File: src/aled_pkg.sv
// Shared types and constants for the addressable LED SPI encoder.
// Used by the controller, the datapath and the top level; depends on nothing.
package aled_pkg;

    // Input stream layout
    localparam int IN_DATA_W  = 48;
    localparam int IN_USER_W  = 3;
    localparam int OUT_DATA_W = 8;
    localparam int OUT_USER_W = 2;

    // Configuration port
    localparam int CFG_IDX_W  = 2;
    localparam int CFG_DATA_W = 9;

    localparam logic [CFG_IDX_W-1:0] REG_LED_COUNT = 2'd0;
    localparam logic [CFG_IDX_W-1:0] REG_HIGH_CODE = 2'd1;
    localparam logic [CFG_IDX_W-1:0] REG_LOW_CODE  = 2'd2;

    localparam logic [8:0] LED_COUNT_RST = 9'd256;
    localparam logic [7:0] HIGH_CODE_RST = 8'd248;
    localparam logic [7:0] LOW_CODE_RST  = 8'd192;

    // Commands
    localparam logic [2:0] CMD_SET_ONE = 3'd0;
    localparam logic [2:0] CMD_SET_ALL = 3'd1;
    localparam logic [2:0] CMD_CLEAR   = 3'd2;
    localparam logic [2:0] CMD_START   = 3'd3;
    localparam logic [2:0] CMD_NEXT    = 3'd4;

    localparam int         COLOR_W  = 24;
    localparam logic [4:0] LAST_BIT = 5'd23;

    // Controller to datapath
    typedef struct packed {
        logic capture;      // latch the input request
        logic mul_en;       // register channel * alpha products
        logic res_clear;    // start a fresh result
        logic set_one;      // write one LED if index in range
        logic fill_init;    // reset the sweep counter
        logic fill_wr;      // write one sweep entry and advance
        logic fill_zero;    // sweep writes black
        logic start_frame;
        logic end_frame;
        logic rd_issue;     // read the store at the LED cursor
        logic emit;         // form the SPI byte, advance cursors
        logic out_load;     // move result into the output register
    } aled_ctl_t;

    // Datapath to controller
    typedef struct packed {
        logic [2:0] cmd;
        logic       frame_active;
        logic       cursor_end;   // LED cursor at or beyond count
        logic       fill_last;    // sweep at count - 1
        logic       wipe_last;    // sweep at MAX_LEDS - 1
        logic       out_free;
    } aled_sts_t;

endpackage

File: src/aled_ctrl.sv
// Controller state machine of the LED SPI encoder.
// Uses aled_pkg for command codes and the control/status structs.
module aled_ctrl import aled_pkg::*; (
    input  logic      clk,
    input  logic      rst_n,
    input  logic      in_valid,
    output logic      in_ready,
    input  aled_sts_t sts,
    output aled_ctl_t ctl
);

    typedef enum logic [6:0] {
        ST_WIPE = 7'b0000001,
        ST_IDLE = 7'b0000010,
        ST_MUL  = 7'b0000100,
        ST_EXEC = 7'b0001000,
        ST_FILL = 7'b0010000,
        ST_READ = 7'b0100000,
        ST_DONE = 7'b1000000
    } state_t;

    state_t state_reg, state_next;

    always_ff @(posedge clk or negedge rst_n)
    begin
        if (!rst_n)
        begin
            state_reg <= ST_WIPE;
        end
        else
        begin
            state_reg <= state_next;
        end
    end

    always_comb
    begin
        state_next = state_reg;
        ctl        = '0;
        in_ready   = 1'b0;
        unique case (state_reg)
            ST_WIPE:
            begin
                ctl.fill_wr   = 1'b1;
                ctl.fill_zero = 1'b1;
                if (sts.wipe_last)
                begin
                    state_next = ST_IDLE;
                end
            end
            ST_IDLE:
            begin
                in_ready = 1'b1;
                if (in_valid)
                begin
                    ctl.capture = 1'b1;
                    state_next  = ST_MUL;
                end
            end
            ST_MUL:
            begin
                ctl.mul_en = 1'b1;
                state_next = ST_EXEC;
            end
            ST_EXEC:
            begin
                ctl.res_clear = 1'b1;
                state_next    = ST_DONE;
                unique case (sts.cmd) inside
                    CMD_SET_ONE:
                    begin
                        ctl.set_one = 1'b1;
                    end
                    CMD_SET_ALL, CMD_CLEAR:
                    begin
                        ctl.fill_init = 1'b1;
                        state_next    = ST_FILL;
                    end
                    CMD_START:
                    begin
                        ctl.start_frame = 1'b1;
                    end
                    CMD_NEXT:
                    begin
                        if (sts.frame_active && sts.cursor_end)
                        begin
                            ctl.end_frame = 1'b1;
                        end
                        else if (sts.frame_active)
                        begin
                            ctl.rd_issue = 1'b1;
                            state_next   = ST_READ;
                        end
                    end
                    default:
                    begin
                    end
                endcase
            end
            ST_FILL:
            begin
                ctl.fill_wr   = 1'b1;
                ctl.fill_zero = (sts.cmd != CMD_SET_ALL);
                if (sts.fill_last)
                begin
                    state_next = ST_DONE;
                end
            end
            ST_READ:
            begin
                ctl.emit   = 1'b1;
                state_next = ST_DONE;
            end
            ST_DONE:
            begin
                if (sts.out_free)
                begin
                    ctl.out_load = 1'b1;
                    state_next   = ST_IDLE;
                end
            end
            default:
            begin
                state_next = ST_IDLE;
            end
        endcase
    end

endmodule

File: config.mk
export PLATFORM = sky130hd
export DESIGN_NAME = aled_ctrl
export DESIGN_NICKNAME = d
export VERILOG_FILES = /design/src/aled_pkg.sv /design/src/aled_ctrl.sv
export SDC_FILE = /design/constraint.sdc
export NUM_CORES = 1
export LEC_CHECK = 0
export BUFFER_PORTS_ARGS = -buffer_cell sky130_fd_sc_hd__clkbuf_2
export CAP_MARGIN = 10
export CORE_AREA = 2 2 39 41
export DETAILED_ROUTE_END_ITERATION = 10
export DIE_AREA = 0 0 41 43
export MAX_ROUTING_LAYER = met4
export PLACE_DENSITY = 0.71
export REMOVE_ABC_BUFFERS = 1
export SLEW_MARGIN = 20
export SYNTH_ARGS = -nofsm -noshare
export SYNTH_HDL_FRONTEND = slang
export SYNTH_SLANG_ARGS = --single-unit
File: constraint.sdc
create_clock -name clk -period 2.2 [get_ports clk]
set_input_delay 0.11 -clock clk [delete_from_list [all_inputs] [get_ports clk]]
set_output_delay 0.11 -clock clk [all_outputs]
set_load 0.005 [all_outputs]
Word level (Yosys, flattened, before mapping):

Index checks and enable logic that the tools add are counted.

* $add $sub $neg: 0
* $mul: 0
* divide/modulo/power cells: 0
* $lt $le $gt $ge: 0
* equality and inequality tests: 16
* shift-type cells: 0
* multiplexer cells: 25
* bitwise operators: 0
* reduce and logical (&&, ||, !) cells: 4

Operators with widths (count)
* one-hot mux 7 bit (7 select lines): 1
* two-way mux 7 bit: 6
* one-hot mux 7 bit (2 select lines): 1
* two-way mux 1 bit: 13
* inequality test 2 bit (second input constant): 4
* == test 7 x 1 -> 1 bit (second input constant): 1
* == test 7 x 2 -> 1 bit (second input constant): 1
* == test 7 x 3 -> 1 bit (second input constant): 1
* == test 7 x 4 -> 1 bit (second input constant): 1
* == test 7 x 5 -> 1 bit (second input constant): 1
* == test 7 x 6 -> 1 bit (second input constant): 1
* == test 7 bit (second input constant): 1
* == test 3 x 2 -> 1 bit (second input constant): 2
* two-way mux 3 bit: 2
* one-hot mux 2 bit (2 select lines): 1
* AND reduction 4 bit: 1
* == test 3 x 1 -> 1 bit (second input constant): 1
* == test 3 bit (second input constant): 1
* zero test 3 bit: 1
* inequality test 3 x 1 -> 1 bit (second input constant): 1
* two-way mux 2 bit: 1
* OR reduction 2 bit: 1
* logical AND 1 bit: 1

* register bits: 7
* latch bits: 0
* memory bits (writable): 0
* memory bits (read-only): 0
* bits of input ports: 11
* output and inout port bits: 13
* logic and storage cells: 46
* memories: 0

Depth between registers and ports, before layout:

Gate-level depths: netlist (run 1).

* depth in word-level cells: 4
* depth in mapped cells: 5
* gate-level depth less buffers: 4

Worst setup path after synthesis (run 1):

Ideal clock, no wire load.

* kind: register to register
* from: register state_reg[3]
* to: register state_reg[6]
* library setup time: 0.128 ns
* arrival: 1.521 ns
* data required time: 2.072 ns
* path slack: 0.550 ns
* stages on the path, launching flop included: 6
* path buffers: 1
* period minus slack after synthesis: 1.650 ns
* path through: dfrtp_1 buf_6 or3_4 or4_4 o311ai_1 o21ai_1

* cells in the longest elaborated chain, start to end: 3
* elaborated cells between the ends (all ways): 13
* those cells by class: 11 x eq/ne; 1 x mux; 1 x reduce/logical

RTL lines
* start: declaration: line aled_ctrl.sv:22 `state_t state_reg, state_next;`
* start signal: assignment: line aled_ctrl.sv:32 `state_reg <= state_next;`
* == test 7 x 5 -> 1 bit, or another cell as far along: line aled_ctrl.sv:41 `unique case (state_reg)`
* inequality test 2 bit (no source line)
* AND reduction 4 bit (no source line)

Several ways; a longest one is shown, not always the timed one.
A chain may end at the register's enable or synchronous reset.

==> metrics.txt, run 1 <==
crit-path max cell delay 0.44 ns; H-tree depth 1; Fmax 520 MHz; Final Instance Area 733 sq um; first-pass GRT wire length 2.24 mm; synthesized area 583 sq um; fin crit share 0.874; met1 GRT Util 0.236; Primary FF master, synth dfrtp_1; class of the most critical setup path flop to primary output; Worst path slowest cell dfrtp_1; vias in the first global route 540; Synth Area per Inst 8.21 sq um; class of the worst hold path input pin to flop; Arrival @ worst endpoint 1.81 ns; final WL 1.37 mm; CTS Buffer Depth 2; asr flop ratio synth 1.00; max reg flops 7; Syn Inst Count 71; final hold violations 0; NumNets Final 108; TritonCTS Buffers 3; DPL Wire Length 1.08 mm; met2 usage 0.281; met3 GRT Util 0.0471; DIE AREA 0.00176 sq mm; YS warnings 0; Buf/Inv on CP 1; drt wl/cell 12.3 microns; most common cell after layout, fill and taps aside clkbuf_2; CTS Sinks 7; IO buf count 23; Ports 24; fill cell count 143; Peak VDD IR 0.516 mV; post-CTS setup buffers 0; Antenna Nets Post-Route 0; P_leak 0.000345 uW; Max Cap Violations 0; initial DRC count 13; # diodes 0; Total GRT Usage 0.189; via-per-instance ratio 5.42; Worst Tran Pin Value 0.364 ns; Slew Limit Fails 0; worst-skew pair later-pin latency 0.25 ns; CTS tree built; post-synth cell types 32; Die H 43 microns; Reg area 176 sq um; Initial Util 0.421; Pre-antenna DRT Iters 4; Synth Register Bits 7; initial antenna violation count 0; worst clock skew 0.00365 ns; CP required 2.09 ns; # setup viols final 0; Post-DP Area 697 sq um; min Tclk post-route 1.92 ns; largest net degree at the start of global routing 12; area of the multi-input gates 370 sq um; crit start category flop; crit-path leading delay family simple AND/OR/NAND/NOR gates; layout cells sized above 1 0.323; status completed; Root Driver clkbuf_4; Power Density 830 mW/mm^2; RSZ-0062 raised after global routing false; sequential share of the synthesized area 0.303; busiest grt layer met2; core area 0.00138 sq mm; Placer Congestion 0.862; Max FO, Critical Path 7; via count 607; clk slew on worst S/H paths 0.05 ns; Max-slew headroom 0.755; die span in x 41 microns; setup TNS 0 ns; CP endpoint kind primary output; most frequent cells in the layout clkbuf_2, nor2_1, dfrtp_1; Cell Rows 14; EDFF count, synth 0; total gr overflow 0; DRC viols 0; CP Cell Sequence nor3_1, nand3_1, nor4_1, nor2b_1, clkbuf_2; post-layout util 0.530; P&R area growth vs syn 25.8%
-- cell usage after synthesis, drive strengths merged (3+ instances only) --
| cell | instances | area share |
|---|---|---|
| nor2 | 7 | 0.045 |
| dfrtp | 6 | 0.26 |
| nor4 | 5 | 0.054 |
| inv | 4 | 0.026 |
| nand2 | 4 | 0.026 |
| nor3 | 4 | 0.034 |
| or3 | 4 | 0.069 |
| and2 | 3 | 0.032 |
| and3 | 3 | 0.032 |
| buf | 3 | 0.036 |
| nor2b | 3 | 0.032 |
-- per-layer routing --
metal / part of all wire / wire length (microns) / vias to the layer above
met4: 0 / 0 / 0
met5: 0 / 0 / -
met1: 0.47 / 651 / 280
li1: - / - / 312
met3: 0.033 / 45 / 0
met2: 0.49 / 676 / 15
-- stage by stage --
| step | setup WS, ns | hold WS, ns | total power (uW) | cells |
|---|---|---|---|---|
| after floorplan | 0.580 | -0.186 | 403 | 68 |
| after global placement | 0.514 | -0.0481 | 488 | 107 |
| after detailed placement | 0.495 | -0.0477 | 496 | 107 |
| after CTS | 0.262 | 0.00498 | 617 | 112 |
| after global routing | 0.0975 | 0.00462 | 669 | 112 |
| final | 0.277 | 0.0173 | 609 | 112 |
-- logic make-up (layout without fill, tap and decap cells) --
logic type	count (synthesis)	count (layout)	share of synthesized area
simple gates	42	42	0.446
buf+inv	7	32	0.0622
xor+xnor	3	3	0.0451
compound gates	12	12	0.144
flops	7	7	0.303
-- layout make-up --
cell class,count,share of cell area
timing repair buffer,24,0.171
clock buffer,4,0.0358
multi-input combinational,57,0.505
tap,16,0.0273
sequential,7,0.241
inverter,4,0.0205
-- report_power, final --
group	internal (uW)	total [uW]	switching [uW]
Combinational	152	297	145
Sequential	155	200	45.6
Clock	68.9	112	42.8
-- worst register-to-register path, cell delays in order (launching register included) --
cell	delay (ns)
dfrtp_1	0.48
or3_4	0.44
or4_4	0.49
o311ai_1	0.10
o21ai_1	0.10
-- repair_timing --
action | CTS | global route
hold endpoints to repair | 7 | 0
hold buffers | 1 | 0
gates resized for setup | 0 | 0
-- final timing paths --
path,to,cells after the start,slack (ns),start
worst min register to register,state_reg[4]$_DFFE_PN0P_,1,0.55,state_reg[0]$_DFFE_PN1P_
worst min-delay path,state_reg[0]$_DFFE_PN1P_,2,0.02,sts[1]
max in group asynchronous,state_reg[0]$_DFFE_PN1P_,2,1.74,rst_n
min in group asynchronous,state_reg[1]$_DFFE_PN0P_,2,0.23,rst_n
worst max register to register,state_reg[6]$_DFFE_PN0P_,4,0.48,state_reg[3]$_DFFE_PN0P_
worst max-delay path,ctl[2],5,0.28,state_reg[2]$_DFFE_PN0P_
(Power assumes the default switching activity.)
==> inputs of run 2 (changes only) <==
--- a/config.mk
+++ b/config.mk
@@ -5,13 +5,14 @@
 export SDC_FILE = /design/constraint.sdc
 export NUM_CORES = 1
 export LEC_CHECK = 0
+export ABC_AREA = 1
 export BUFFER_PORTS_ARGS = -buffer_cell sky130_fd_sc_hd__clkbuf_2
 export CAP_MARGIN = 10
 export CORE_AREA = 2 2 39 41
 export DETAILED_ROUTE_END_ITERATION = 10
 export DIE_AREA = 0 0 41 43
 export MAX_ROUTING_LAYER = met4
-export PLACE_DENSITY = 0.71
+export PLACE_DENSITY = 0.69
 export REMOVE_ABC_BUFFERS = 1
 export SLEW_MARGIN = 20
 export SYNTH_ARGS = -nofsm -noshare
==> run 2 against run 1 <==
Maximum frequency is 24% higher. Synthesized cell count is 30% higher. Design area is 0.85% lower. Hold slack better by 0.083 ns. Largest cell class unchanged. Largest power group unchanged.
==> metrics.txt, run 2 <==
status completed (unchanged); die span in x 41 microns (unchanged); RSZ-0062 raised after global routing false (unchanged); Final Instance Area 727 sq um (was 733 sq um); Slew Limit Fails 0 (unchanged); Worst Tran Pin Value 0.234 ns (was 0.364 ns); DPL Wire Length 1.08 mm (about the same); Peak VDD IR 0.529 mV (was 0.516 mV); RR Endpoint state_reg[6]$_DFFE_PN0P_ (unchanged); crit-path leading delay family simple AND/OR/NAND/NOR gates (unchanged); Synth Register Bits 7 (unchanged); synthesized area 556 sq um (was 583 sq um); core area 0.00138 sq mm (unchanged); sequential share of the synthesized area 0.318 (was 0.303); initial DRC count 13 (unchanged); crit start category flop (unchanged); worst hold path startpoint sts[1] (unchanged); Fmax 645 MHz (was 520 MHz); Max FO, Critical Path 7 (unchanged); Synth top cells by count nand2_1, inv_1, nor2_1, nand3_1, dfrtp_1 (was nor2_1, dfrtp_1, nor4_1); final WL 1.26 mm (was 1.37 mm); Max Cap Violations 0 (unchanged); Synth top area share 0.270 (was 0.258); CTS tree built (unchanged); first-pass GRT wire length 2.01 mm (was 2.24 mm); CTS Sinks 7 (unchanged); max reg flops 7 (unchanged); Synth Area per Inst 6.04 sq um (was 8.21 sq um); Buf/Inv on CP 3 (was 1); CP Cell Sequence inv_2, nand2_2, nor2_4, nand2_4, or2_1, inv_1, clkbuf_2 (was nor3_1, nand3_1, nor4_1, nor2b_1, clkbuf_2); NumNets Final 132 (was 108); via-per-instance ratio 4.59 (was 5.42); TritonCTS Buffers 3 (unchanged); clk slew on worst S/H paths 0.06 ns (was 0.05 ns); crit-path max cell delay 0.39 ns (was 0.44 ns); Post-DP Area 691 sq um (was 697 sq um); Pre-antenna DRT Iters 4 (unchanged); CP required 2.09 ns (about the same); CTS Buffer Depth 2 (unchanged); class of the worst hold path input pin to flop (unchanged); DRC viols 0 (unchanged); Total GRT Usage 0.180 (was 0.189); DIE AREA 0.00176 sq mm (unchanged); Placer Congestion 0.800 (was 0.862); Worst Setup SP state_reg[5]$_DFFE_PN0P_ (was state_reg[2]$_DFFE_PN0P_); crit path to ctl[7] (was ctl[2]); Die H 43 microns (unchanged); final hold violations 0 (unchanged); CP endpoint kind primary output (unchanged); # diodes 0 (unchanged); vias in the first global route 540 (unchanged); Max-slew headroom 0.843 (was 0.755); via count 624 (was 607); most common cell after layout, fill and taps aside clkbuf_2 (unchanged); IO buf count 23 (unchanged); Arrival @ worst endpoint 1.44 ns (was 1.81 ns); YS warnings 0 (unchanged); total gr overflow 0 (unchanged); drt wl/cell 9.25 microns (was 12.3 microns); asr flop ratio synth 1.00 (unchanged); total power 606 uW (was 609 uW); Syn Inst Count 92 (was 71); setup TNS 0 ns (unchanged); most frequent cells in the layout clkbuf_2, nand2_1, inv_1 (was clkbuf_2, nor2_1, dfrtp_1); Antenna Nets Post-Route 0 (unchanged); post-synth cell types 16 (was 32); post-layout util 0.525 (was 0.530); top-count cell post-synth nand2_1 (was nor2_1); class of the most critical setup path flop to primary output (unchanged); P&R area growth vs syn 30.9% (was 25.8%); cell taking the most area after synthesis dfrtp_1 (unchanged); EDFF count, synth 0 (unchanged); worst-skew pair later-pin latency 0.26 ns (was 0.25 ns); initial antenna violation count 0 (unchanged); worst clock skew 0.00904 ns (was 0.00365 ns); R2R Path Start state_reg[0]$_DFFE_PN1P_ (was state_reg[3]$_DFFE_PN0P_); worst r2r path cells 8 (was 4); Root Driver clkbuf_4 (unchanged); hold slack 0.100 ns (was 0.0173 ns); post-CTS sizing 0 (unchanged); top cells by area, synth dfrtp_1, nand2_1, nand3_1 (was dfrtp_1, or3_4, nor4_1); Worst path slowest cell dfrtp_1 (unchanged); number of stages on the worst setup path 7 (was 5); Power Density 833 mW/mm^2 (was 830 mW/mm^2); R2R Setup Slk 0.93 ns (was 0.48 ns); Cell Rows 14 (unchanged); largest net degree at the start of global routing 8 (was 12); P_leak 0.000456 uW (was 0.000345 uW); min Tclk post-route 1.55 ns (was 1.92 ns); fin crit share 0.705 (was 0.874); Initial Util 0.401 (was 0.421); layout cells sized above 1 0.308 (was 0.323); Primary FF master, synth dfrtp_1 (unchanged); H-tree depth 1 (unchanged); # setup viols final 0 (unchanged); Ports 24 (unchanged)
[run 2: cell count changes after synthesis, sizes merged, moves of 3 or more]
cell and change:
nor2 +11, buf -3, and2 -3, or3 -4, nand3 +12, nand2 +20, and3 -3, nor2b -3
nor4 -5, inv +16
[run 2: routing by layer]
metal  vias up  GRT usage  wire length (microns)
li1        338          -                      -
met1       262      0.199                    567
met2        19      0.269                    597
met3         5     0.0471                     61
met4         0      0.120                     32
met5         -          -                      0
[run 2: area by class of cell]
cell class / count / area (sq um)
fill: 137 / 657
multi-input combinational: 65 / 304
sequential: 7 / 176
timing repair buffer: 24 / 125
inverter: 20 / 75.1
clock buffer: 4 / 26.3
tap: 16 / 20.0
[run 2: timing repair]
action                     in CTS  in global routing
setup buffers                   0                  0
setup endpoints to repair       0                  0
hold buffers                    1                  0
hold endpoints to repair        7                  0
[run 2: worst reg2reg max path: stages (launching register included)]
cell and delay (ns):
dfstp_2 0.54, inv_1 0.06, nand2_2 0.10, nor2_2 0.06
nand3_1 0.10, nand2_1 0.08, nor2_1 0.15, nand2_1 0.07
nand2_1 0.06
[run 2: metrics by stage]
step                setup slack [ns]  instances
floorplan                       1.07         92
global placement               0.955        131
finish                         0.649        136
global route                   0.534        136
detailed placement             0.912        131
CTS                            0.637        136
[run 2: cells by family after synthesis]
| kind of cell | after synthesis | synth area share |
|---|---|---|
| AND/OR/NAND/NOR | 62 | 0.514 |
| buffers and inverters | 20 | 0.135 |
| flip-flops | 7 | 0.318 |
| AO/OA/AOI/OAI | 3 | 0.0338 |
[run 2: worst min path at each step]
stage,end,depth (start not counted)
global route,state_reg[0]$_DFFE_PN1P_,4
detailed placement,state_reg[3]$_DFFE_PN0P_,1
floorplan,state_reg[1]$_DFFE_PN0P_,0
CTS,state_reg[0]$_DFFE_PN1P_,4
global placement,state_reg[3]$_DFFE_PN0P_,1
finish,state_reg[0]$_DFFE_PN1P_,4
[run 2: power breakdown]
group / total [uW] / internal (uW) / switching (uW)
registers: 181 / 158 / 22.3
clock network: 119 / 69.4 / 49.9
logic: 306 / 110 / 195
total: 606 / 338 / 268
